--- config.mk ---
export PLATFORM = sky130hd
export DESIGN_NAME = ean8_barcode_module_encoder_flat
export DESIGN_NICKNAME = d
export VERILOG_FILES = /design/src/sv/ean8_pkg.sv /design/src/sv/ean8_ifs.sv /design/src/sv/ean8_front.sv /design/src/sv/ean8_fifo.sv /design/src/sv/ean8_back.sv /design/src/sv/ean8_barcode_module_encoder.sv /design/src/flat_wrapper.sv
export SDC_FILE = /design/constraint.sdc
export NUM_CORES = 1
export LEC_CHECK = 0
export BUFFER_PORTS_ARGS = -buffer_cell sky130_fd_sc_hd__buf_2
export CORE_ASPECT_RATIO = 0.7
export CORE_MARGIN = 2
export CORE_UTILIZATION = 45
export DETAILED_ROUTE_END_ITERATION = 6
export PLACE_DENSITY_LB_ADDON = 0.08
export SYNTH_ARGS = -nofsm -noshare
export SYNTH_HDL_FRONTEND = slang
export SYNTH_SLANG_ARGS = --single-unit
--- constraint.sdc ---
create_clock -name clk -period 3.2 [get_ports clk]
set_clock_uncertainty 0.1 [all_clocks]
set_input_delay 0.32 -clock clk [delete_from_list [all_inputs] [get_ports clk]]
set_output_delay 0.32 -clock clk [all_outputs]
set_load 0.01 [all_outputs]
--- src/sv/ean8_pkg.sv ---
// Shared types, constants and pattern table for the EAN-8 column encoder.
package ean8_pkg;

    localparam int MAX_THICKNESS = 4;
    localparam int MOD_W         = 12;  // most modules any one digit can produce
    localparam int MODCNT_W      = 4;
    localparam int TH_W          = 3;
    localparam int REP_W         = 2;
    localparam int COL_W         = 9;
    localparam int DIGIT_W       = 4;
    localparam int POS_W         = 3;

    localparam logic [2:0] GUARD_EDGE   = 3'b101;
    localparam logic [4:0] GUARD_CENTER = 5'b01010;

    localparam logic [POS_W-1:0] POS_FIRST     = 3'd0;
    localparam logic [POS_W-1:0] POS_LEFT_LAST = 3'd3;
    localparam logic [POS_W-1:0] POS_FINAL     = 3'd7;

    localparam logic [DIGIT_W-1:0] DIGIT_MAX = 4'd9;

    localparam logic [MODCNT_W-1:0] NMOD_PLAIN  = 4'd7;
    localparam logic [MODCNT_W-1:0] NMOD_EDGE   = 4'd10;
    localparam logic [MODCNT_W-1:0] NMOD_CENTER = 4'd12;

    // One digit's worth of work for the column generator.
    typedef struct packed {
        logic [MOD_W-1:0]    mods;       // module colors, first module in the MSB
        logic [MODCNT_W-1:0] nmods;      // number of valid modules
        logic [TH_W-1:0]     th;         // columns per module, 1..MAX_THICKNESS
        logic                last_digit; // this word closes the code
        logic                ok;         // check digit matched
    } desc_t;

    // L (odd parity) patterns; R patterns are the complement.
    function automatic logic [6:0] l_pattern(input logic [DIGIT_W-1:0] d);
        logic [6:0] p;
        case (d)
            4'd0:    p = 7'h0D;
            4'd1:    p = 7'h19;
            4'd2:    p = 7'h13;
            4'd3:    p = 7'h3D;
            4'd4:    p = 7'h23;
            4'd5:    p = 7'h31;
            4'd6:    p = 7'h2F;
            4'd7:    p = 7'h3B;
            4'd8:    p = 7'h37;
            default: p = 7'h0B;
        endcase
        return p;
    endfunction

endpackage

--- src/sv/ean8_ifs.sv ---
// Valid/ready channel interfaces for digit input and column output.
interface ean8_digit_if;
    logic       valid;
    logic       ready;
    logic [3:0] digit;

    modport source (output valid, output digit, input ready);
    modport sink   (input valid, input digit, output ready);
endinterface

interface ean8_column_if;
    logic       valid;
    logic       ready;
    logic       bar_black;
    logic [8:0] column_index;
    logic       run_last;
    logic       code_done;
    logic       check_ok;

    modport source (output valid, output bar_black, output column_index, output run_last,
                    output code_done, output check_ok, input ready);
    modport sink   (input valid, input bar_black, input column_index, input run_last,
                    input code_done, input check_ok, output ready);
endinterface

--- src/sv/ean8_front.sv ---
// Front end: accepts digits, tracks position and checksum, builds module descriptors.
module ean8_front (
    input  logic                        clk,
    input  logic                        rst_n,
    input  logic                        cfg_we,
    input  logic [ean8_pkg::TH_W-1:0]   cfg_wdata,
    input  logic                        in_valid,
    output logic                        in_ready,
    input  logic [ean8_pkg::DIGIT_W-1:0] in_digit,
    output logic                        push_valid,
    input  logic                        push_ready,
    output ean8_pkg::desc_t             push_desc
);

    logic [ean8_pkg::TH_W-1:0]  th_cfg_reg;
    logic [ean8_pkg::POS_W-1:0] pos_reg, pos_next;
    logic [3:0]                 sum_reg, sum_next;

    logic [ean8_pkg::DIGIT_W-1:0] d_sat;
    logic [6:0]                   lpat, pat;
    logic [4:0]                   prod;
    logic [5:0]                   acc;
    logic [3:0]                   acc_mod;
    logic [3:0]                   check;
    logic [ean8_pkg::TH_W-1:0]    th_eff;
    logic                         last_digit;
    logic                         accept;

    assign accept     = in_valid && push_ready;
    assign in_ready   = push_ready;
    assign push_valid = in_valid;

    assign d_sat      = (in_digit > ean8_pkg::DIGIT_MAX) ? ean8_pkg::DIGIT_MAX : in_digit;
    assign lpat       = ean8_pkg::l_pattern(d_sat);
    assign pat        = pos_reg[2] ? ~lpat : lpat;
    assign last_digit = (pos_reg == ean8_pkg::POS_FINAL);

    // weight 3 on even positions, 1 on odd
    assign prod = pos_reg[0] ? {1'b0, d_sat} : ({1'b0, d_sat} + {d_sat, 1'b0});
    assign acc  = {2'b00, sum_reg} + {1'b0, prod};

    always_comb
    begin
        if (acc >= 6'd30)
            acc_mod = 4'(acc - 6'd30);
        else if (acc >= 6'd20)
            acc_mod = 4'(acc - 6'd20);
        else if (acc >= 6'd10)
            acc_mod = 4'(acc - 6'd10);
        else
            acc_mod = acc[3:0];
    end

    assign check = (sum_reg == 4'd0) ? 4'd0 : (4'd10 - sum_reg);

    always_comb
    begin
        if (th_cfg_reg == '0)
            th_eff = ean8_pkg::TH_W'(1);
        else if (th_cfg_reg > ean8_pkg::TH_W'(ean8_pkg::MAX_THICKNESS))
            th_eff = ean8_pkg::TH_W'(ean8_pkg::MAX_THICKNESS);
        else
            th_eff = th_cfg_reg;
    end

    always_comb
    begin
        push_desc.th         = th_eff;
        push_desc.last_digit = last_digit;
        push_desc.ok         = last_digit && (check == d_sat);
        case (pos_reg)
            ean8_pkg::POS_FIRST:
            begin
                push_desc.mods  = {ean8_pkg::GUARD_EDGE, pat, 2'b00};
                push_desc.nmods = ean8_pkg::NMOD_EDGE;
            end
            ean8_pkg::POS_LEFT_LAST:
            begin
                push_desc.mods  = {pat, ean8_pkg::GUARD_CENTER};
                push_desc.nmods = ean8_pkg::NMOD_CENTER;
            end
            ean8_pkg::POS_FINAL:
            begin
                push_desc.mods  = {pat, ean8_pkg::GUARD_EDGE, 2'b00};
                push_desc.nmods = ean8_pkg::NMOD_EDGE;
            end
            default:
            begin
                push_desc.mods  = {pat, 5'b00000};
                push_desc.nmods = ean8_pkg::NMOD_PLAIN;
            end
        endcase
    end

    always_comb
    begin
        pos_next = pos_reg;
        sum_next = sum_reg;
        if (accept)
        begin
            if (last_digit)
            begin
                pos_next = '0;
                sum_next = '0;
            end
            else
            begin
                pos_next = pos_reg + 3'd1;
                sum_next = acc_mod;
            end
        end
    end

    always_ff @(posedge clk or negedge rst_n)
    begin
        if (!rst_n)
        begin
            th_cfg_reg <= ean8_pkg::TH_W'(1);
            pos_reg    <= '0;
            sum_reg    <= '0;
        end
        else
        begin
            if (cfg_we)
                th_cfg_reg <= cfg_wdata;
            pos_reg <= pos_next;
            sum_reg <= sum_next;
        end
    end

endmodule

--- src/sv/ean8_fifo.sv ---
// Two-entry descriptor queue between front end and column generator.
module ean8_fifo (
    input  logic            clk,
    input  logic            rst_n,
    input  logic            push_valid,
    output logic            push_ready,
    input  ean8_pkg::desc_t push_desc,
    output logic            pop_valid,
    input  logic            pop_ready,
    output ean8_pkg::desc_t pop_desc
);

    ean8_pkg::desc_t entry_reg [2];
    logic            wr_ptr_reg, wr_ptr_next;
    logic            rd_ptr_reg, rd_ptr_next;
    logic [1:0]      count_reg, count_next;
    logic            do_push, do_pop;

    assign push_ready = (count_reg != 2'd2);
    assign pop_valid  = (count_reg != 2'd0);
    assign pop_desc   = entry_reg[rd_ptr_reg];
    assign do_push    = push_valid && push_ready;
    assign do_pop     = pop_valid && pop_ready;

    always_comb
    begin
        wr_ptr_next = do_push ? ~wr_ptr_reg : wr_ptr_reg;
        rd_ptr_next = do_pop ? ~rd_ptr_reg : rd_ptr_reg;
        count_next  = count_reg + {1'b0, do_push} - {1'b0, do_pop};
    end

    always_ff @(posedge clk)
    begin
        if (do_push)
            entry_reg[wr_ptr_reg] <= push_desc;
    end

    always_ff @(posedge clk or negedge rst_n)
    begin
        if (!rst_n)
        begin
            wr_ptr_reg <= 1'b0;
            rd_ptr_reg <= 1'b0;
            count_reg  <= '0;
        end
        else
        begin
            wr_ptr_reg <= wr_ptr_next;
            rd_ptr_reg <= rd_ptr_next;
            count_reg  <= count_next;
        end
    end

endmodule

--- src/sv/ean8_back.sv ---
// Back end: expands descriptors into one column per cycle unless out_ready stalls it, behind an output register.
module ean8_back (
    input  logic                      clk,
    input  logic                      rst_n,
    input  logic                      pop_valid,
    output logic                      pop_ready,
    input  ean8_pkg::desc_t           pop_desc,
    output logic                      out_valid,
    input  logic                      out_ready,
    output logic                      out_bar_black,
    output logic [ean8_pkg::COL_W-1:0] out_column_index,
    output logic                      out_run_last,
    output logic                      out_code_done,
    output logic                      out_check_ok
);

    logic                          busy_reg, busy_next;
    logic [ean8_pkg::MOD_W-1:0]    shift_reg, shift_next;
    logic [ean8_pkg::MODCNT_W-1:0] left_reg, left_next;
    logic [ean8_pkg::REP_W-1:0]    rep_reg, rep_next;
    logic [ean8_pkg::TH_W-1:0]     th_reg, th_next;
    logic                          last_digit_reg, last_digit_next;
    logic                          ok_reg, ok_next;
    logic [ean8_pkg::COL_W-1:0]    col_reg, col_next;

    logic                          ovalid_reg, ovalid_next;
    logic                          obar_reg, obar_next;
    logic [ean8_pkg::COL_W-1:0]    ocol_reg, ocol_next;
    logic                          orun_reg, orun_next;
    logic                          odone_reg, odone_next;
    logic                          ook_reg, ook_next;

    logic advance, rep_end, col_last, load;

    assign advance  = busy_reg && (!ovalid_reg || out_ready);
    assign rep_end  = (rep_reg == ean8_pkg::REP_W'(th_reg - ean8_pkg::TH_W'(1)));
    assign col_last = rep_end && (left_reg == ean8_pkg::MODCNT_W'(1));
    assign load     = pop_valid && (!busy_reg || (advance && col_last));
    assign pop_ready = !busy_reg || (advance && col_last);

    always_comb
    begin
        busy_next       = busy_reg;
        shift_next      = shift_reg;
        left_next       = left_reg;
        rep_next        = rep_reg;
        th_next         = th_reg;
        last_digit_next = last_digit_reg;
        ok_next         = ok_reg;
        col_next        = col_reg;

        if (advance)
        begin
            col_next = (col_last && last_digit_reg) ? '0 : col_reg + 9'd1;
            if (rep_end)
            begin
                rep_next   = '0;
                shift_next = {shift_reg[ean8_pkg::MOD_W-2:0], 1'b0};
                left_next  = left_reg - 4'd1;
            end
            else
            begin
                rep_next = rep_reg + 2'd1;
            end
            if (col_last)
                busy_next = 1'b0;
        end

        if (load)
        begin
            busy_next       = 1'b1;
            shift_next      = pop_desc.mods;
            left_next       = pop_desc.nmods;
            rep_next        = '0;
            th_next         = pop_desc.th;
            last_digit_next = pop_desc.last_digit;
            ok_next         = pop_desc.ok;
        end
    end

    always_comb
    begin
        ovalid_next = ovalid_reg;
        obar_next   = obar_reg;
        ocol_next   = ocol_reg;
        orun_next   = orun_reg;
        odone_next  = odone_reg;
        ook_next    = ook_reg;
        if (advance)
        begin
            ovalid_next = 1'b1;
            obar_next   = shift_reg[ean8_pkg::MOD_W-1];
            ocol_next   = col_reg;
            orun_next   = col_last;
            odone_next  = col_last && last_digit_reg;
            ook_next    = col_last && last_digit_reg && ok_reg;
        end
        else if (out_ready)
        begin
            ovalid_next = 1'b0;
        end
    end

    always_ff @(posedge clk)
    begin
        shift_reg      <= shift_next;
        left_reg       <= left_next;
        rep_reg        <= rep_next;
        th_reg         <= th_next;
        last_digit_reg <= last_digit_next;
        ok_reg         <= ok_next;
        obar_reg       <= obar_next;
        ocol_reg       <= ocol_next;
        orun_reg       <= orun_next;
        odone_reg      <= odone_next;
        ook_reg        <= ook_next;
    end

    always_ff @(posedge clk or negedge rst_n)
    begin
        if (!rst_n)
        begin
            busy_reg   <= 1'b0;
            col_reg    <= '0;
            ovalid_reg <= 1'b0;
        end
        else
        begin
            busy_reg   <= busy_next;
            col_reg    <= col_next;
            ovalid_reg <= ovalid_next;
        end
    end

    assign out_valid        = ovalid_reg;
    assign out_bar_black    = obar_reg;
    assign out_column_index = ocol_reg;
    assign out_run_last     = orun_reg;
    assign out_code_done    = odone_reg;
    assign out_check_ok     = ook_reg;

endmodule

--- src/sv/ean8_barcode_module_encoder.sv ---
// Top level of the EAN-8 bar image column encoder.
// A descriptor passes the queue register, the generator state and the output register.
// Throughput: one column word per cycle unless columns.ready stalls; a digit gives
//   modules x thickness columns (7, 10 or 12, thickness 1..4) from the single generator.
// The front end takes a new digit while the generator still works on earlier ones.
// Reset (rst_n low, asynchronous): thickness 1, position, checksum and column count zero.
module ean8_barcode_module_encoder (
    input  logic                       clk,
    input  logic                       rst_n,
    input  logic                       cfg_we,
    input  logic [ean8_pkg::TH_W-1:0]  cfg_wdata,
    ean8_digit_if.sink                 digits,
    ean8_column_if.source              columns
);

    // Descriptor hand-off between the front end and the queue.
    logic            push_valid, push_ready;
    ean8_pkg::desc_t push_desc;

    // Queue output into the column generator.
    logic            pop_valid, pop_ready;
    ean8_pkg::desc_t pop_desc;

    // Front end: saturate the digit, pick L or R pattern, wrap in guards, update checksum.
    ean8_front u_front (
        .clk        (clk),
        .rst_n      (rst_n),
        .cfg_we     (cfg_we),
        .cfg_wdata  (cfg_wdata),
        .in_valid   (digits.valid),
        .in_ready   (digits.ready),
        .in_digit   (digits.digit),
        .push_valid (push_valid),
        .push_ready (push_ready),
        .push_desc  (push_desc)
    );

    // Hold up to two pending digit descriptors so each side can stall on its own.
    ean8_fifo u_fifo (
        .clk        (clk),
        .rst_n      (rst_n),
        .push_valid (push_valid),
        .push_ready (push_ready),
        .push_desc  (push_desc),
        .pop_valid  (pop_valid),
        .pop_ready  (pop_ready),
        .pop_desc   (pop_desc)
    );

    // Back end: repeat each module thickness times, advance the column counter,
    // and flag the last column of each digit and of the whole code.
    ean8_back u_back (
        .clk              (clk),
        .rst_n            (rst_n),
        .pop_valid        (pop_valid),
        .pop_ready        (pop_ready),
        .pop_desc         (pop_desc),
        .out_valid        (columns.valid),
        .out_ready        (columns.ready),
        .out_bar_black    (columns.bar_black),
        .out_column_index (columns.column_index),
        .out_run_last     (columns.run_last),
        .out_code_done    (columns.code_done),
        .out_check_ok     (columns.check_ok)
    );

endmodule

--- src/flat_wrapper.sv ---
// flat-port wrapper written by rule: the top's interface ports become plain ports
module ean8_barcode_module_encoder_flat 
  (clk, rst_n, cfg_we, cfg_wdata, digits_valid, digits_digit, digits_ready, columns_valid, columns_bar_black, columns_column_index, columns_run_last, columns_code_done, columns_check_ok, columns_ready);
  ean8_digit_if digits_i ();
  ean8_column_if columns_i ();
  input  logic clk;
  input  logic rst_n;
  input  logic cfg_we;
  input  logic [ean8_pkg::TH_W-1:0] cfg_wdata;
  input wire logic [$bits(digits_i.valid)-1:0] digits_valid;
  input wire logic [$bits(digits_i.digit)-1:0] digits_digit;
  output wire logic [$bits(digits_i.ready)-1:0] digits_ready;
  output wire logic [$bits(columns_i.valid)-1:0] columns_valid;
  output wire logic [$bits(columns_i.bar_black)-1:0] columns_bar_black;
  output wire logic [$bits(columns_i.column_index)-1:0] columns_column_index;
  output wire logic [$bits(columns_i.run_last)-1:0] columns_run_last;
  output wire logic [$bits(columns_i.code_done)-1:0] columns_code_done;
  output wire logic [$bits(columns_i.check_ok)-1:0] columns_check_ok;
  input wire logic [$bits(columns_i.ready)-1:0] columns_ready;
  assign digits_i.valid = digits_valid;
  assign digits_i.digit = digits_digit;
  assign digits_ready = digits_i.ready;
  assign columns_valid = columns_i.valid;
  assign columns_bar_black = columns_i.bar_black;
  assign columns_column_index = columns_i.column_index;
  assign columns_run_last = columns_i.run_last;
  assign columns_code_done = columns_i.code_done;
  assign columns_check_ok = columns_i.check_ok;
  assign columns_i.ready = columns_ready;
  ean8_barcode_module_encoder u_core (.clk(clk), .rst_n(rst_n), .cfg_we(cfg_we), .cfg_wdata(cfg_wdata), .digits(digits_i), .columns(columns_i));
endmodule
# Word level (Yosys, flattened, before mapping)
# Memories as Yosys holds them, arrays and structs flattened.
# Cells that the tools add are included.
# W data, S select, Z words.
[classes]
add_sub_neg = 13
multipliers = 0
div = 0
n_lt_le_gt_ge = 5
eq_ne = 6
shift = 0
mux = 27
bitwise = 3
n_reduce_logical = 22
[ops]
columns = ["operator", "n"]
rows = [
  ["$pmux W16 S3", 1],
  ["$mux W12", 3],
  ["$mux W4", 9],
  ["$ge A6 B5 Y1 const B", 2],
  ["$reduce_bool A2 Y1", 5],
  ["$add A9 B1 Y9 const B", 1],
  ["$mux W3", 3],
  ["$mux W9", 1],
  ["$logic_and A1 B1 Y1", 8],
  ["$sub A4 B4 Y4 const B", 2],
  ["$mux W1", 7],
  ["$mux W7", 1],
  ["$not A7 Y7", 1],
  ["$add A4 B5 Y6", 1],
  ["$ge A6 B4 Y1 const B", 1],
  ["$logic_not A3 Y1", 2],
  ["$add A4 B5 Y5", 1],
  ["$mux W5", 1],
  ["$eq A4 B1 Y1 const B", 1],
  ["$eq A4 B4 Y1", 1],
  ["$gt A4 B4 Y1 const B", 1],
  ["$logic_not A4 Y1", 1],
  ["$reduce_and A2 Y1", 2],
  ["$sub A4 B1 Y4 const B", 1],
  ["16 further kinds", 19],
]
[word_totals]
register_bits = 60
latch_bits = 0
ramBits = 42
romBits = 80
in_bits = 12
output_inout_bits = 15
word_cells = 98
mem_count = 2
[memory_table]
columns = ["name", "words", "width", "read_ports", "rd_clocked_by_memory_dff", "write_ports", "line", "rtl"]
rows = [
  ["(name not given)", 16, 5, 1, 0, 0, "ean8_pkg.sv:38", "case (d)"],
  ["u_core.u_fifo.entry_reg", 2, 21, 1, 0, 1, "ean8_fifo.sv:13", "ean8_pkg::desc_t entry_reg [2];"],
]

# Logic depth before layout (Yosys ltp)
# Gate-level depths: netlist of the first run.
[depth]
depth_word = 10
ltp_mapped = 21
depth_no_buf = 19

# Cells and area by module
# Synthesis of the first run repeated with hierarchy kept, for this count alone.
[hier_totals]
hier_cells = 443
area_unflattened_um2 = 5395.2
[modules_own_cells]
columns = ["module", "instances", "cells_each", "area_per_inst_um2", "seq_area_each_um2"]
rows = [
  ["ean8_back", 1, 143, 2018.2, 1306.3],
  ["ean8_fifo", 1, 82, 1711.6, 1361.3],
  ["ean8_front", 1, 218, 1665.3, 251.5],
]

# Worst setup path after synthesis of the first run
# OpenSTA, ideal clock, no wires.
[synth_path]
path_kind = "in2reg"
startpoint = "input digits_digit[3]"
endpoint = "register u_core.u_front.sum_reg[1]"
setup_time_ns = 0.103
t_arrival_ns = 3.967
required_ns = 2.997
setup_slack_ns = -0.971
path_stages = 17
n_path_buf = 2
cell_sequence = "buf_2 -> clkbuf_1 -> nand2b_1 -> inv_1 -> ha_1 -> fa_1 -> mux2_2 -> ha_1 -> a21oi_1 -> a21oi_1 -> nor2_1 -> ha_1 -> nand2_1 -> nor3b_1 -> nor2_1 -> and3_1 -> o41ai_2"
[synth_via]
elab_chain_len = 10
elab_cells_between_ends = 15
classes_between = "add/sub (5); order compare (4); mux (6)"
[synth_rtl]
columns = ["element", "line", "rtl"]
rows = [
  ["start, declared", "flat_wrapper.sv:11", "input wire logic [$bits(digits_i.digit)-1:0] digits_digit;"],
  ["$gt A4 B4 Y1", "ean8_front.sv:33", "assign d_sat = (in_digit > ean8_pkg::DIGIT_MAX) ? ean8_pkg::DIGIT_MAX : in_digit;"],
  ["$mux W4 *", "ean8_front.sv:33", ""],
  ["$add A4 B5 Y5", "ean8_front.sv:39", "assign prod = pos_reg[0] ? {1'b0, d_sat} : ({1'b0, d_sat} + {d_sat, 1'b0});"],
  ["$mux W5 *", "ean8_front.sv:39", ""],
  ["$add A4 B5 Y6 *", "ean8_front.sv:40", "assign acc = {2'b00, sum_reg} + {1'b0, prod};"],
  ["$ge A6 B4 Y1 or $sub A4 B4 Y4 (tied branches)", "ean8_front.sv:48, ean8_front.sv:49", ""],
  ["$mux W4", "ean8_front.sv:48", "else if (acc >= 6'd10)"],
  ["$mux W4", "ean8_front.sv:46", "else if (acc >= 6'd20)"],
  ["$mux W4 *", "ean8_front.sv:44", "if (acc >= 6'd30)"],
  ["$mux W4 *", "ean8_front.sv:101", "if (last_digit)"],
  ["end signal, assigned", "ean8_front.sv:127", "sum_reg <= sum_next;"],
  ["end, declared", "ean8_front.sv:17", "logic [3:0] sum_reg, sum_next;"],
]
# Every way passes the cells marked *; elsewhere a longest branch is shown, timed or not.
# A chain may end at the register's enable or synchronous reset.

# Worst setup path in the final report of the first run
[layout_path]
startpoint = "input digits_digit[1]"
endpoint = "register u_core.u_front.sum_reg[2]"
# The elaborated chain is that of the path after synthesis.

==> flow_summary.yaml, run 1 <==
status:
  run_status: "complete, but fails checks"
  failing_checks: "negative setup slack"
placement:
  portBuffers: 26
  place_worst_setup_slack_ns: -0.517
  gp_routability_congestion: 0.843
  hpwl_microns: 7140
floorplan:
  fp-row-count: 32
  floorplan.die.height_microns: 91.9
  fp.dieW_microns: 130
  initial_core_utilization: 0.457
  overall_die_area_sq_um: 11900
  design.portCount: 27
  core_box_area_sq_um: 10900
yosys:
  ys_types: 51
  commonest_register_cell_after_synthesis: "sky130_fd_sc_hd__edfxtp_1"
  yosys_warnings: 0
  syn_area_per_cell_sq_um: 11.5
  syn-cell-area_sq_um: 4970
  synth_top_cell_by_area: "sky130_fd_sc_hd__edfxtp_1"
  synth_seq_area_share: 0.557
  synth_top_area_frac: 0.423
  synth_async_sr_flop_share: 0.258
  seq_cells_post_synth: 97
  synth.net_count: 475
  netlist_top_cells_area: "sky130_fd_sc_hd__edfxtp_1 (42%), sky130_fd_sc_hd__dfrtp_1 (12%), sky130_fd_sc_hd__ha_1 (7.0%)"
  synthesis.instances: 433
  synth_edf_count: 70
drt:
  drt-total-wl_microns: 9980
  dr.pass1.iters: 4
  first_iter_violations: 196
  avgViaCountPerCell: 5.15
  antenna_violating_nets_post_route: 0
  routedWlPerCell_microns: 15.1
  num_vias: 3396
  detail_route.drc_violations: 0
final_layout:
  largest_register_ff_count: 38
  mostFrequentLayoutCells: "sky130_fd_sc_hd__edfxtp_1 (70), sky130_fd_sc_hd__buf_4 (42), sky130_fd_sc_hd__a21oi_1 (37)"
  antennaDiodeCount: 0
  most_common_cell_after_layout_fill_and_taps_aside: "sky130_fd_sc_hd__edfxtp_1"
  finalNetCount: 544
  fraction_of_layout_instances_using_a_drive_strength_above_1: 0.262
  flow.area_growth_from_synthesis_pct: 22.9
critical_path:
  crit_path_end_kind: "flip-flop"
  critPathRequiredTime_ns: 3.31
  worst_setup_path_start_kind: "input port"
  r2r.worst_path.cells: 15
  crit_type: "input port to flip-flop"
  timing.critical_path.arrival_ns: 3.41
  timing.reg2reg.setup_slack_ns: 0.05
  r2r_start: "u_core.u_front.pos_reg[0]"
  timing.critical_path.fanout_max: 5
  crit-reg2reg-capture: "u_core.u_front.sum_reg[2]"
clock_tree:
  cts-root-to-sink-buffers: 2
  cts_bufs_inserted: 9
  ctsHtreeMaxLevel: 3
  cts_tree: "yes"
  post_cts_clock_slew_at_the_launch_and_capture_registers_of_the_worst_setup_and_hold_paths_ns: 0.06
  clk_root_buffer_cell: "sky130_fd_sc_hd__clkbuf_16"
  clock-sinks: 97
  clock_latency_ns: 0.34
timing:
  layout_setup_ws_ns: -0.0970
  period_needed_ns: 3.30
  setup_viol: 3
  unrepaired_setup_endpoints_after_global_routing: "yes"
  max_freq_mhz: 303
  max_slew_margin: 0.387
  part_of_the_cycle_the_worst_path_needs: 1.03
  timing_worst_slew_pin_value_ns: 0.920
  timing_hold_violations_final: 0
  maxSlewViolCount: 0
  setup-tns-final_ns: -0.194
flow_run:
  timing.max_cap.violations: 0
power:
  totalPowerFinal_w: 0.00627
  power.switching_fraction: 0.374
  seq_power_share: 0.321
  cellLeakagePower_nw: 2.49
  vdd_drop_max_mv: 0.458
  clkPwrFrac: 0.161
  share_comb_of_total_power: 0.518
  pwr_density_cell_nw_per_um2: 1030
  power_report.internal_total_w: 0.00392
  power.switching_w: 0.00235
global_route:
  global_route_wire_length_before_repair_microns: 16200
  overflow: 0
  antenna_violations_before_repair: 0
  grt_start_max_net_pins: 36
  grt_usage: 0.180
  grt_pass1_vias: 3220
worst_hold_path:
  timing.hold.worst_path_depth: 2
  worstHoldStart: "cfg_we"
  timing.hold.worst_endpoint: "u_core.u_front.th_cfg_reg[0]"
  hold_path_class: "input port to flip-flop"
==> kinds of logic (layout without fill, tap and decap cells) <==
family | Yosys count | after routing | synth area share
and+or+nand+nor | 122 | 122 | 0.123
AOI/OAI and AO/OA | 104 | 104 | 0.122
DFF | 97 | 97 | 0.557
buffers and inverters | 34 | 108 | 0.0262
adders and majority gates | 30 | 30 | 0.0785
muxes | 30 | 30 | 0.0657
xor gates and xnor gates | 16 | 16 | 0.0282
==> Yosys cell counts, drive strengths merged, types with 2 or more instances <==
master / instances
edfxtp: 70
a21oi: 44
nor2: 34
o21ai: 33
nand2: 29
ha: 28
dfrtp: 24
inv: 21
mux2i: 19
nand2b: 17
clkbuf: 11
mux2: 11
xnor2: 11
and3: 9
nor3: 8
a211oi: 5
nand3: 5
xor2: 5
and2: 3
nor2b: 3
nor3b: 3
or2: 3
a21o: 2
a31o: 2
buf: 2
dfxtp: 2
fa: 2
o2111ai: 2
o211ai: 2
o21a: 2
o221ai: 2
o22ai: 2
==> worst max-delay path by stage <==
stage / from / endpoint / slack, ns / cells after the start
2_1_floorplan: digits_digit[3] / u_core.u_front.sum_reg[2] / -0.35 / 18
4_1_cts: digits_digit[1] / u_core.u_front.sum_reg[1] / -0.10 / 18
6_report: digits_digit[1] / u_core.u_front.sum_reg[2] / -0.1 / 17
3_5_place_dp: digits_digit[2] / u_core.u_front.sum_reg[2] / -0.52 / 17
3_3_place_gp: digits_digit[2] / u_core.u_front.sum_reg[2] / -0.46 / 17
5_1_grt: digits_digit[1] / u_core.u_front.sum_reg[2] / -0.27 / 17
==> worst max-delay path, stage by stage <==
cell and delay (ns):
sky130_fd_sc_hd__buf_6 0.10, sky130_fd_sc_hd__o21ai_2 0.11, sky130_fd_sc_hd__nand2b_1 0.12, sky130_fd_sc_hd__ha_4 0.19, sky130_fd_sc_hd__fa_2 0.40, sky130_fd_sc_hd__mux2_4 0.29, sky130_fd_sc_hd__ha_4 0.27, sky130_fd_sc_hd__a21oi_4 0.20
sky130_fd_sc_hd__and3_4 0.24, sky130_fd_sc_hd__nor2_4 0.06, sky130_fd_sc_hd__ha_4 0.17, sky130_fd_sc_hd__buf_4 0.14, sky130_fd_sc_hd__a21oi_4 0.12, sky130_fd_sc_hd__o31ai_2 0.09, sky130_fd_sc_hd__o21bai_1 0.23, sky130_fd_sc_hd__nor4bb_2 0.27
sky130_fd_sc_hd__a211oi_1 0.11
==> power by group through the flow <==
| stage | registers [W] | logic (W) | clock network [W] |
|---|---|---|---|
| after floorplan | 0.00198 | 0.00196 | 0 |
| final | 0.00201 | 0.00325 | 0.00101 |
| after detailed placement | 0.00203 | 0.00290 | 0 |
| after global routing | 0.00205 | 0.00358 | 0.00109 |
| after global placement | 0.00203 | 0.00288 | 0 |
| after CTS | 0.00201 | 0.00302 | 0.00104 |
==> metrics by stage <==
stage / instances / util / hold WS [ns] / cell area (sq um)
after CTS: 656 / 0.553 / 0.0706 / 6020
after detailed placement: 636 / 0.520 / 0.294 / 5660
final: 660 / 0.561 / 0.0797 / 6110
after global placement: 636 / 0.520 / 0.291 / 5660
after global routing: 660 / 0.561 / 0.0939 / 6110
after floorplan: 433 / - / -0.0756 / 5130
==> routing by layer <==
metal | track usage | part of all wire | vias to the layer above
met5 | 0 | 0 | -
met3 | 0.0508 | 0.034 | 8
met2 | 0.258 | 0.43 | 49
met1 | 0.270 | 0.53 | 1636
met4 | 0.0430 | 0.0095 | 0
li1 | - | - | 1703
==> cell type report <==
type	instances	area, sq um
Fill cell	936	4780
Timing Repair Buffer	71	490
Clock inverter	1	30.0
Multi-Input combinational cell	302	2300
Tap cell	153	191
Inverter	21	81.3
Sequential cell	97	2770
Clock buffer	15	248
==> timing repair <==
item | 4_1_cts | 5_1_grt
endpoints found under the hold margin | 24 | 0
setup endpoints to repair | 3 | 3
pin swaps | 17 | 18
hold buffers | 1 | 0
buffers inserted | 3 | 4
resized for setup | 10 | 15
gates cloned | 0 | 0
Power figures use the tool's default switching activity.
==> inputs of run 2 (changes only) <==
- CORE_UTILIZATION: 45 -> 50
==> run 2 against run 1 <==
The flow still finishes with violations (negative setup slack); total power increased by 2.3%; routed wire length decreased by 0.49%; sequential share of layout area decreased by 0.083 points; combinational power decreased by 2%; sequential cell count unchanged; maximum frequency decreased by 0.61%; register-to-register slack improved by 0.05 ns; via count increased by 0.88%; critical path depth unchanged; critical path type unchanged; highest routed layer unchanged.
==> flow_summary.yaml, run 2 (synthesized netlist as in run 1, its figures left out) <==
status:
  run_status: "complete, but fails checks"
  failing_checks: "negative setup slack"
worst_hold_path:
  timing.hold.worst_path_depth: 2
  hold_path_class: "input port to flip-flop"
final_layout:
  largest_register_ff_count: 38
  finish.instance_area_sq_um: 6120
  flow.area_growth_from_synthesis_pct: 23.1
  fill_cells: 773
  mostFrequentLayoutCells: "sky130_fd_sc_hd__edfxtp_1 (70), sky130_fd_sc_hd__buf_4 (40), sky130_fd_sc_hd__a21oi_1 (37)"
  most_common_cell_after_layout_fill_and_taps_aside: "sky130_fd_sc_hd__edfxtp_1"
  postLayoutCoreUtil: 0.632
  fraction_of_layout_instances_using_a_drive_strength_above_1: 0.263
  finalNetCount: 543
  antennaDiodeCount: 0
  layoutNonFillerInstCount: 634
critical_path:
  worst_setup_path_start_kind: "input port"
  r2r.worst_path.cells: 12
  critPathRequiredTime_ns: 3.33
  crit_path_end_kind: "flip-flop"
  timing.reg2reg.setup_slack_ns: 0.10
  crit_type: "input port to flip-flop"
  timing.critical_path.arrival_ns: 3.45
  timing.critical_path.fanout_max: 5
floorplan:
  fp.dieW_microns: 123
  fp-row-count: 30
  core_box_area_sq_um: 9680
  floorplan.die.height_microns: 87.4
  initial_core_utilization: 0.513
  design.portCount: 27
  overall_die_area_sq_um: 10800
power:
  cellLeakagePower_nw: 2.53
  pwr_density_cell_nw_per_um2: 1050
  vdd_drop_max_mv: 0.480
clock_tree:
  clk_root_buffer_cell: "sky130_fd_sc_hd__clkbuf_16"
  ctsHtreeMaxLevel: 3
  cts_bufs_inserted: 9
  cts_tree: "yes"
  clock-sinks: 97
  clock_latency_ns: 0.33
  cts-root-to-sink-buffers: 2
  post_cts_clock_slew_at_the_launch_and_capture_registers_of_the_worst_setup_and_hold_paths_ns: 0.06
timing:
  part_of_the_cycle_the_worst_path_needs: 1.04
  timing_worst_slew_pin_value_ns: 1.01
  layout_setup_ws_ns: -0.117
  period_needed_ns: 3.32
  setup-tns-final_ns: -0.224
  max_slew_margin: 0.329
  unrepaired_setup_endpoints_after_global_routing: "yes"
  setup_viol: 3
  max_freq_mhz: 301
  maxSlewViolCount: 0
  timing_hold_violations_final: 0
drt:
  routedWlPerCell_microns: 15.7
  detail_route.drc_violations: 0
  first_iter_violations: 181
  antenna_violating_nets_post_route: 0
  avgViaCountPerCell: 5.40
  dr.pass1.iters: 4
  num_vias: 3426
  drt-total-wl_microns: 9930
global_route:
  overflow: 0
  global_route_wire_length_before_repair_microns: 16600
  grt_pass1_vias: 3357
  grt_usage: 0.203
  grt_start_max_net_pins: 36
  antenna_violations_before_repair: 0
flow_run:
  timing.max_cap.violations: 0
placement:
  place_worst_setup_slack_ns: -0.513
  dp_cells: 613
  dpl-instance-area_sq_um: 5650
  gp_routability_congestion: 0.841
  hpwl_microns: 7110
  portBuffers: 26
## run 2: cell count changes in the layout (fill, tap and decap cells not counted), moves of 2 or more
cell                        previous run  this run
sky130_fd_sc_hd__bufinv_16             1         3
sky130_fd_sc_hd__buf_4                42        40
sky130_fd_sc_hd__a21oi_2               4         6
sky130_fd_sc_hd__a21oi_4               3         1
sky130_fd_sc_hd__clkbuf_8              0         2
sky130_fd_sc_hd__clkbuf_1              6         1
## run 2: per-stage QoR
stage               hold slack, ns  power [W]
CTS                         0.0729    0.00632
global placement             0.282    0.00490
finish                      0.0855    0.00642
floorplan                  -0.0756    0.00394
detailed placement           0.283    0.00496
global route                 0.105    0.00687
## run 2: worst paths after layout
| check | startpoint | end |
|---|---|---|
| setup / recovery | digits_digit[1] | u_core.u_front.sum_reg[1] |
| hold / removal | cfg_we | u_core.u_front.th_cfg_reg[0] |
| setup reg to reg | u_core.u_front.pos_reg[0] | u_core.u_front.sum_reg[1] |
| hold reg to reg | u_core.u_back.shift_reg[11] | u_core.u_back.out_bar_black |
| max in group asynchronous | rst_n | u_core.u_front.pos_reg[1] |
| min in group asynchronous | rst_n | u_core.u_front.th_cfg_reg[2] |
## run 2: where the power goes
group	internal (W)	total (W)	leakage (nW)	switching, W
clock	0.000808	0.00124	0.173	0.000428
combinational	0.00148	0.00318	1.38	0.00170
sequential	0.00182	0.00200	0.977	0.000189
## run 2: area by class of cell
type                            instances  area [sq um]  share of cell area
Multi-Input combinational cell        302          2270               0.371
Tap cell                              128           160              0.0262
Clock buffer                           12           256              0.0419
Inverter                               21          81.3              0.0133
Sequential cell                        97          2770               0.452
Clock inverter                          4          98.8              0.0161
Timing Repair Buffer                   70           487              0.0795
## run 2: timing repair
item / in CTS / in global routing
gates resized for setup: 10 / 9
endpoints found under the hold margin: 24 / 0
hold buffers: 1 / 0
pin swaps: 16 / 14
setup endpoints to repair: 3 / 3
setup buffers: 2 / 2
## run 2: routing by layer
| metal | GRT usage | vias to the layer above | wire length, microns |
|---|---|---|---|
| met1 | 0.293 | 1643 | 5020 |
| met5 | 0 | - | 0 |
| met3 | 0.0510 | 10 | 531 |
| met2 | 0.307 | 69 | 4280 |
| met4 | 0.0506 | 0 | 103 |
| li1 | - | 1704 | - |
## run 2: critical path, cell delays in order
cell and delay, ns:
sky130_fd_sc_hd__buf_6 0.10, sky130_fd_sc_hd__o21ai_2 0.11, sky130_fd_sc_hd__nand2b_1 0.12, sky130_fd_sc_hd__ha_4 0.19, sky130_fd_sc_hd__fa_2 0.40, sky130_fd_sc_hd__mux2_4 0.29
sky130_fd_sc_hd__ha_4 0.34, sky130_fd_sc_hd__nand3_4 0.10, sky130_fd_sc_hd__and3_4 0.19, sky130_fd_sc_hd__nor2_4 0.17, sky130_fd_sc_hd__ha_4 0.17, sky130_fd_sc_hd__nand2_4 0.05
sky130_fd_sc_hd__buf_6 0.11, sky130_fd_sc_hd__nor3b_4 0.26, sky130_fd_sc_hd__nor2_4 0.08, sky130_fd_sc_hd__and3_4 0.18, sky130_fd_sc_hd__o41ai_2 0.26
==> inputs of run 3 (changes only) <==
==> constraint.sdc (replaced) <==
create_clock -name clk -period 3.2 [get_ports clk]
set_clock_uncertainty 0.1 [all_clocks]
set_input_delay 0.64 -clock clk [delete_from_list [all_inputs] [get_ports clk]]
set_output_delay 0.64 -clock clk [all_outputs]
set_load 0.01 [all_outputs]
==> run 3 against run 2 <==
The run still ends with negative setup slack left; largest power group unchanged; sequential cell count is the same; via count grew 0.47%; clock power shrank 15%; combinational power shrank 2%; largest cell class unchanged; cell area shrank 0.90%.
==> flow_summary.yaml, run 3 (synthesized netlist as in run 1, its figures left out) <==
status:
  run_status: "complete, but fails checks"
  failing_checks: "negative setup slack"
placement:
  dpl-instance-area_sq_um: 5670
  place_worst_setup_slack_ns: -0.830
  gp_routability_congestion: 0.849
  hpwl_microns: 7140
  portBuffers: 26
global_route:
  grt_start_max_net_pins: 36
  grt_usage: 0.204
  global_route_wire_length_before_repair_microns: 16500
  grt_pass1_vias: 3349
  overflow: 0
  antenna_violations_before_repair: 0
timing:
  timing_worst_slew_pin_value_ns: 0.626
  setup_viol: 3
  part_of_the_cycle_the_worst_path_needs: 1.13
  unrepaired_setup_endpoints_after_global_routing: "yes"
  setup-tns-final_ns: -1.16
  max_freq_mhz: 278
  timing_hold_violations_final: 0
  period_needed_ns: 3.60
  worst_hold_slack_ns: 0.214
  maxSlewViolCount: 0
  layout_setup_ws_ns: -0.403
  max_slew_margin: 0.583
clock_tree:
  cts.hold.buffers_added: 0
  cts-root-to-sink-buffers: 2
  clock-sinks: 97
  clock_latency_ns: 0.34
  cts_tree: "yes"
  ctsHtreeMaxLevel: 3
  cts_bufs_inserted: 9
  post_cts_clock_slew_at_the_launch_and_capture_registers_of_the_worst_setup_and_hold_paths_ns: 0.06
  clk_root_buffer_cell: "sky130_fd_sc_hd__clkbuf_16"
final_layout:
  antennaDiodeCount: 0
  largest_register_ff_count: 38
  finalNetCount: 545
  fraction_of_layout_instances_using_a_drive_strength_above_1: 0.262
  finish.instance_area_sq_um: 6070
  flow.area_growth_from_synthesis_pct: 22.0
  postLayoutCoreUtil: 0.626
  mostFrequentLayoutCells: "sky130_fd_sc_hd__edfxtp_1 (70), sky130_fd_sc_hd__buf_4 (44), sky130_fd_sc_hd__a21oi_1 (40)"
  most_common_cell_after_layout_fill_and_taps_aside: "sky130_fd_sc_hd__edfxtp_1"
critical_path:
  timing.reg2reg.setup_slack_ns: 0.11
  crit_path_end_kind: "flip-flop"
  timing.critical_path.arrival_ns: 3.75
  timing.critical_path.fanout_max: 5
  critPathRequiredTime_ns: 3.35
  worst_setup_path_start_kind: "input port"
  crit_type: "input port to flip-flop"
drt:
  drt-total-wl_microns: 10000
  first_iter_violations: 227
  detail_route.drc_violations: 0
  antenna_violating_nets_post_route: 0
  routedWlPerCell_microns: 15.8
  dr.pass1.iters: 4
  avgViaCountPerCell: 5.41
  num_vias: 3442
floorplan:
  fp-row-count: 30
  initial_core_utilization: 0.513
  floorplan.die.height_microns: 87.4
  core_box_area_sq_um: 9680
  design.portCount: 27
  fp.dieW_microns: 123
  overall_die_area_sq_um: 10800
power:
  cellLeakagePower_nw: 2.51
  pwr_density_cell_nw_per_um2: 1020
  vdd_drop_max_mv: 0.497
worst_hold_path:
  hold_path_class: "input port to async pin"
flow_run:
  timing.max_cap.violations: 0
## run 3: final cells by class
| class | count | area (sq um) |
|---|---|---|
| Fill cell | 763 | 3620 |
| Tap cell | 128 | 160 |
| Inverter | 21 | 81.3 |
| Sequential cell | 97 | 2770 |
| Timing Repair Buffer | 72 | 495 |
| Multi-Input combinational cell | 302 | 2260 |
| Clock inverter | 3 | 20.0 |
| Clock buffer | 13 | 282 |
## run 3: through the flow
| stage | std cells | total power, W |
|---|---|---|
| floorplan | 433 | 0.00394 |
| global placement | 616 | 0.00493 |
| detailed placement | 616 | 0.00497 |
| CTS | 634 | 0.00614 |
| global route | 636 | 0.00663 |
| finish | 636 | 0.00620 |
## run 3: worst max-delay path, cell delays in order
cell and delay [ns]:
sky130_fd_sc_hd__buf_6 0.10, sky130_fd_sc_hd__o21ai_2 0.11, sky130_fd_sc_hd__nand2b_1 0.11, sky130_fd_sc_hd__ha_4 0.19
sky130_fd_sc_hd__fa_2 0.45, sky130_fd_sc_hd__mux2_4 0.29, sky130_fd_sc_hd__ha_4 0.35, sky130_fd_sc_hd__nand3_4 0.10
sky130_fd_sc_hd__and3_4 0.21, sky130_fd_sc_hd__nor2_4 0.17, sky130_fd_sc_hd__ha_4 0.18, sky130_fd_sc_hd__nand2_4 0.05
sky130_fd_sc_hd__buf_6 0.11, sky130_fd_sc_hd__nor3b_4 0.21, sky130_fd_sc_hd__o21a_1 0.19, sky130_fd_sc_hd__nor4bb_2 0.05
sky130_fd_sc_hd__a211oi_1 0.23
## run 3: final timing paths
kind / end / cells past startpoint / start
setup / recovery: u_core.u_front.sum_reg[2] / 17 / digits_digit[1]
hold / removal: u_core.u_front.th_cfg_reg[1] / 1 / rst_n
setup reg to reg: u_core.u_front.sum_reg[1] / 12 / u_core.u_front.pos_reg[0]
hold reg to reg: u_core.u_back.out_bar_black / 0 / u_core.u_back.shift_reg[11]
max in group asynchronous: u_core.u_fifo.rd_ptr_reg / 1 / rst_n
min in group clk: u_core.u_back.out_bar_black / 0 / u_core.u_back.shift_reg[11]
## run 3: repair_timing
| item | 4_1_cts | 5_1_grt |
|---|---|---|
| endpoints found under the hold margin | 0 | 0 |
| pin swaps | 16 | 14 |
| setup buffers | 2 | 2 |
| gates cloned | 0 | 0 |
| resized for setup | 9 | 7 |
| endpoints found under the setup margin | 3 | 3 |
## run 3: routing by layer
metal | vias up | global-route usage | wire length (microns)
met5 | - | 0 | 0
li1 | 1714 | - | -
met1 | 1644 | 0.294 | 4930
met3 | 15 | 0.0510 | 538
met2 | 69 | 0.299 | 4420
met4 | 0 | 0.0754 | 158
## run 3: where the power goes
part | switching (W) | leakage (nW) | internal [W]
logic | 0.00166 | 1.38 | 0.00148
registers | 0.000195 | 0.977 | 0.00181
clock network | 0.000435 | 0.151 | 0.000617
total | 0.00229 | 2.51 | 0.00391
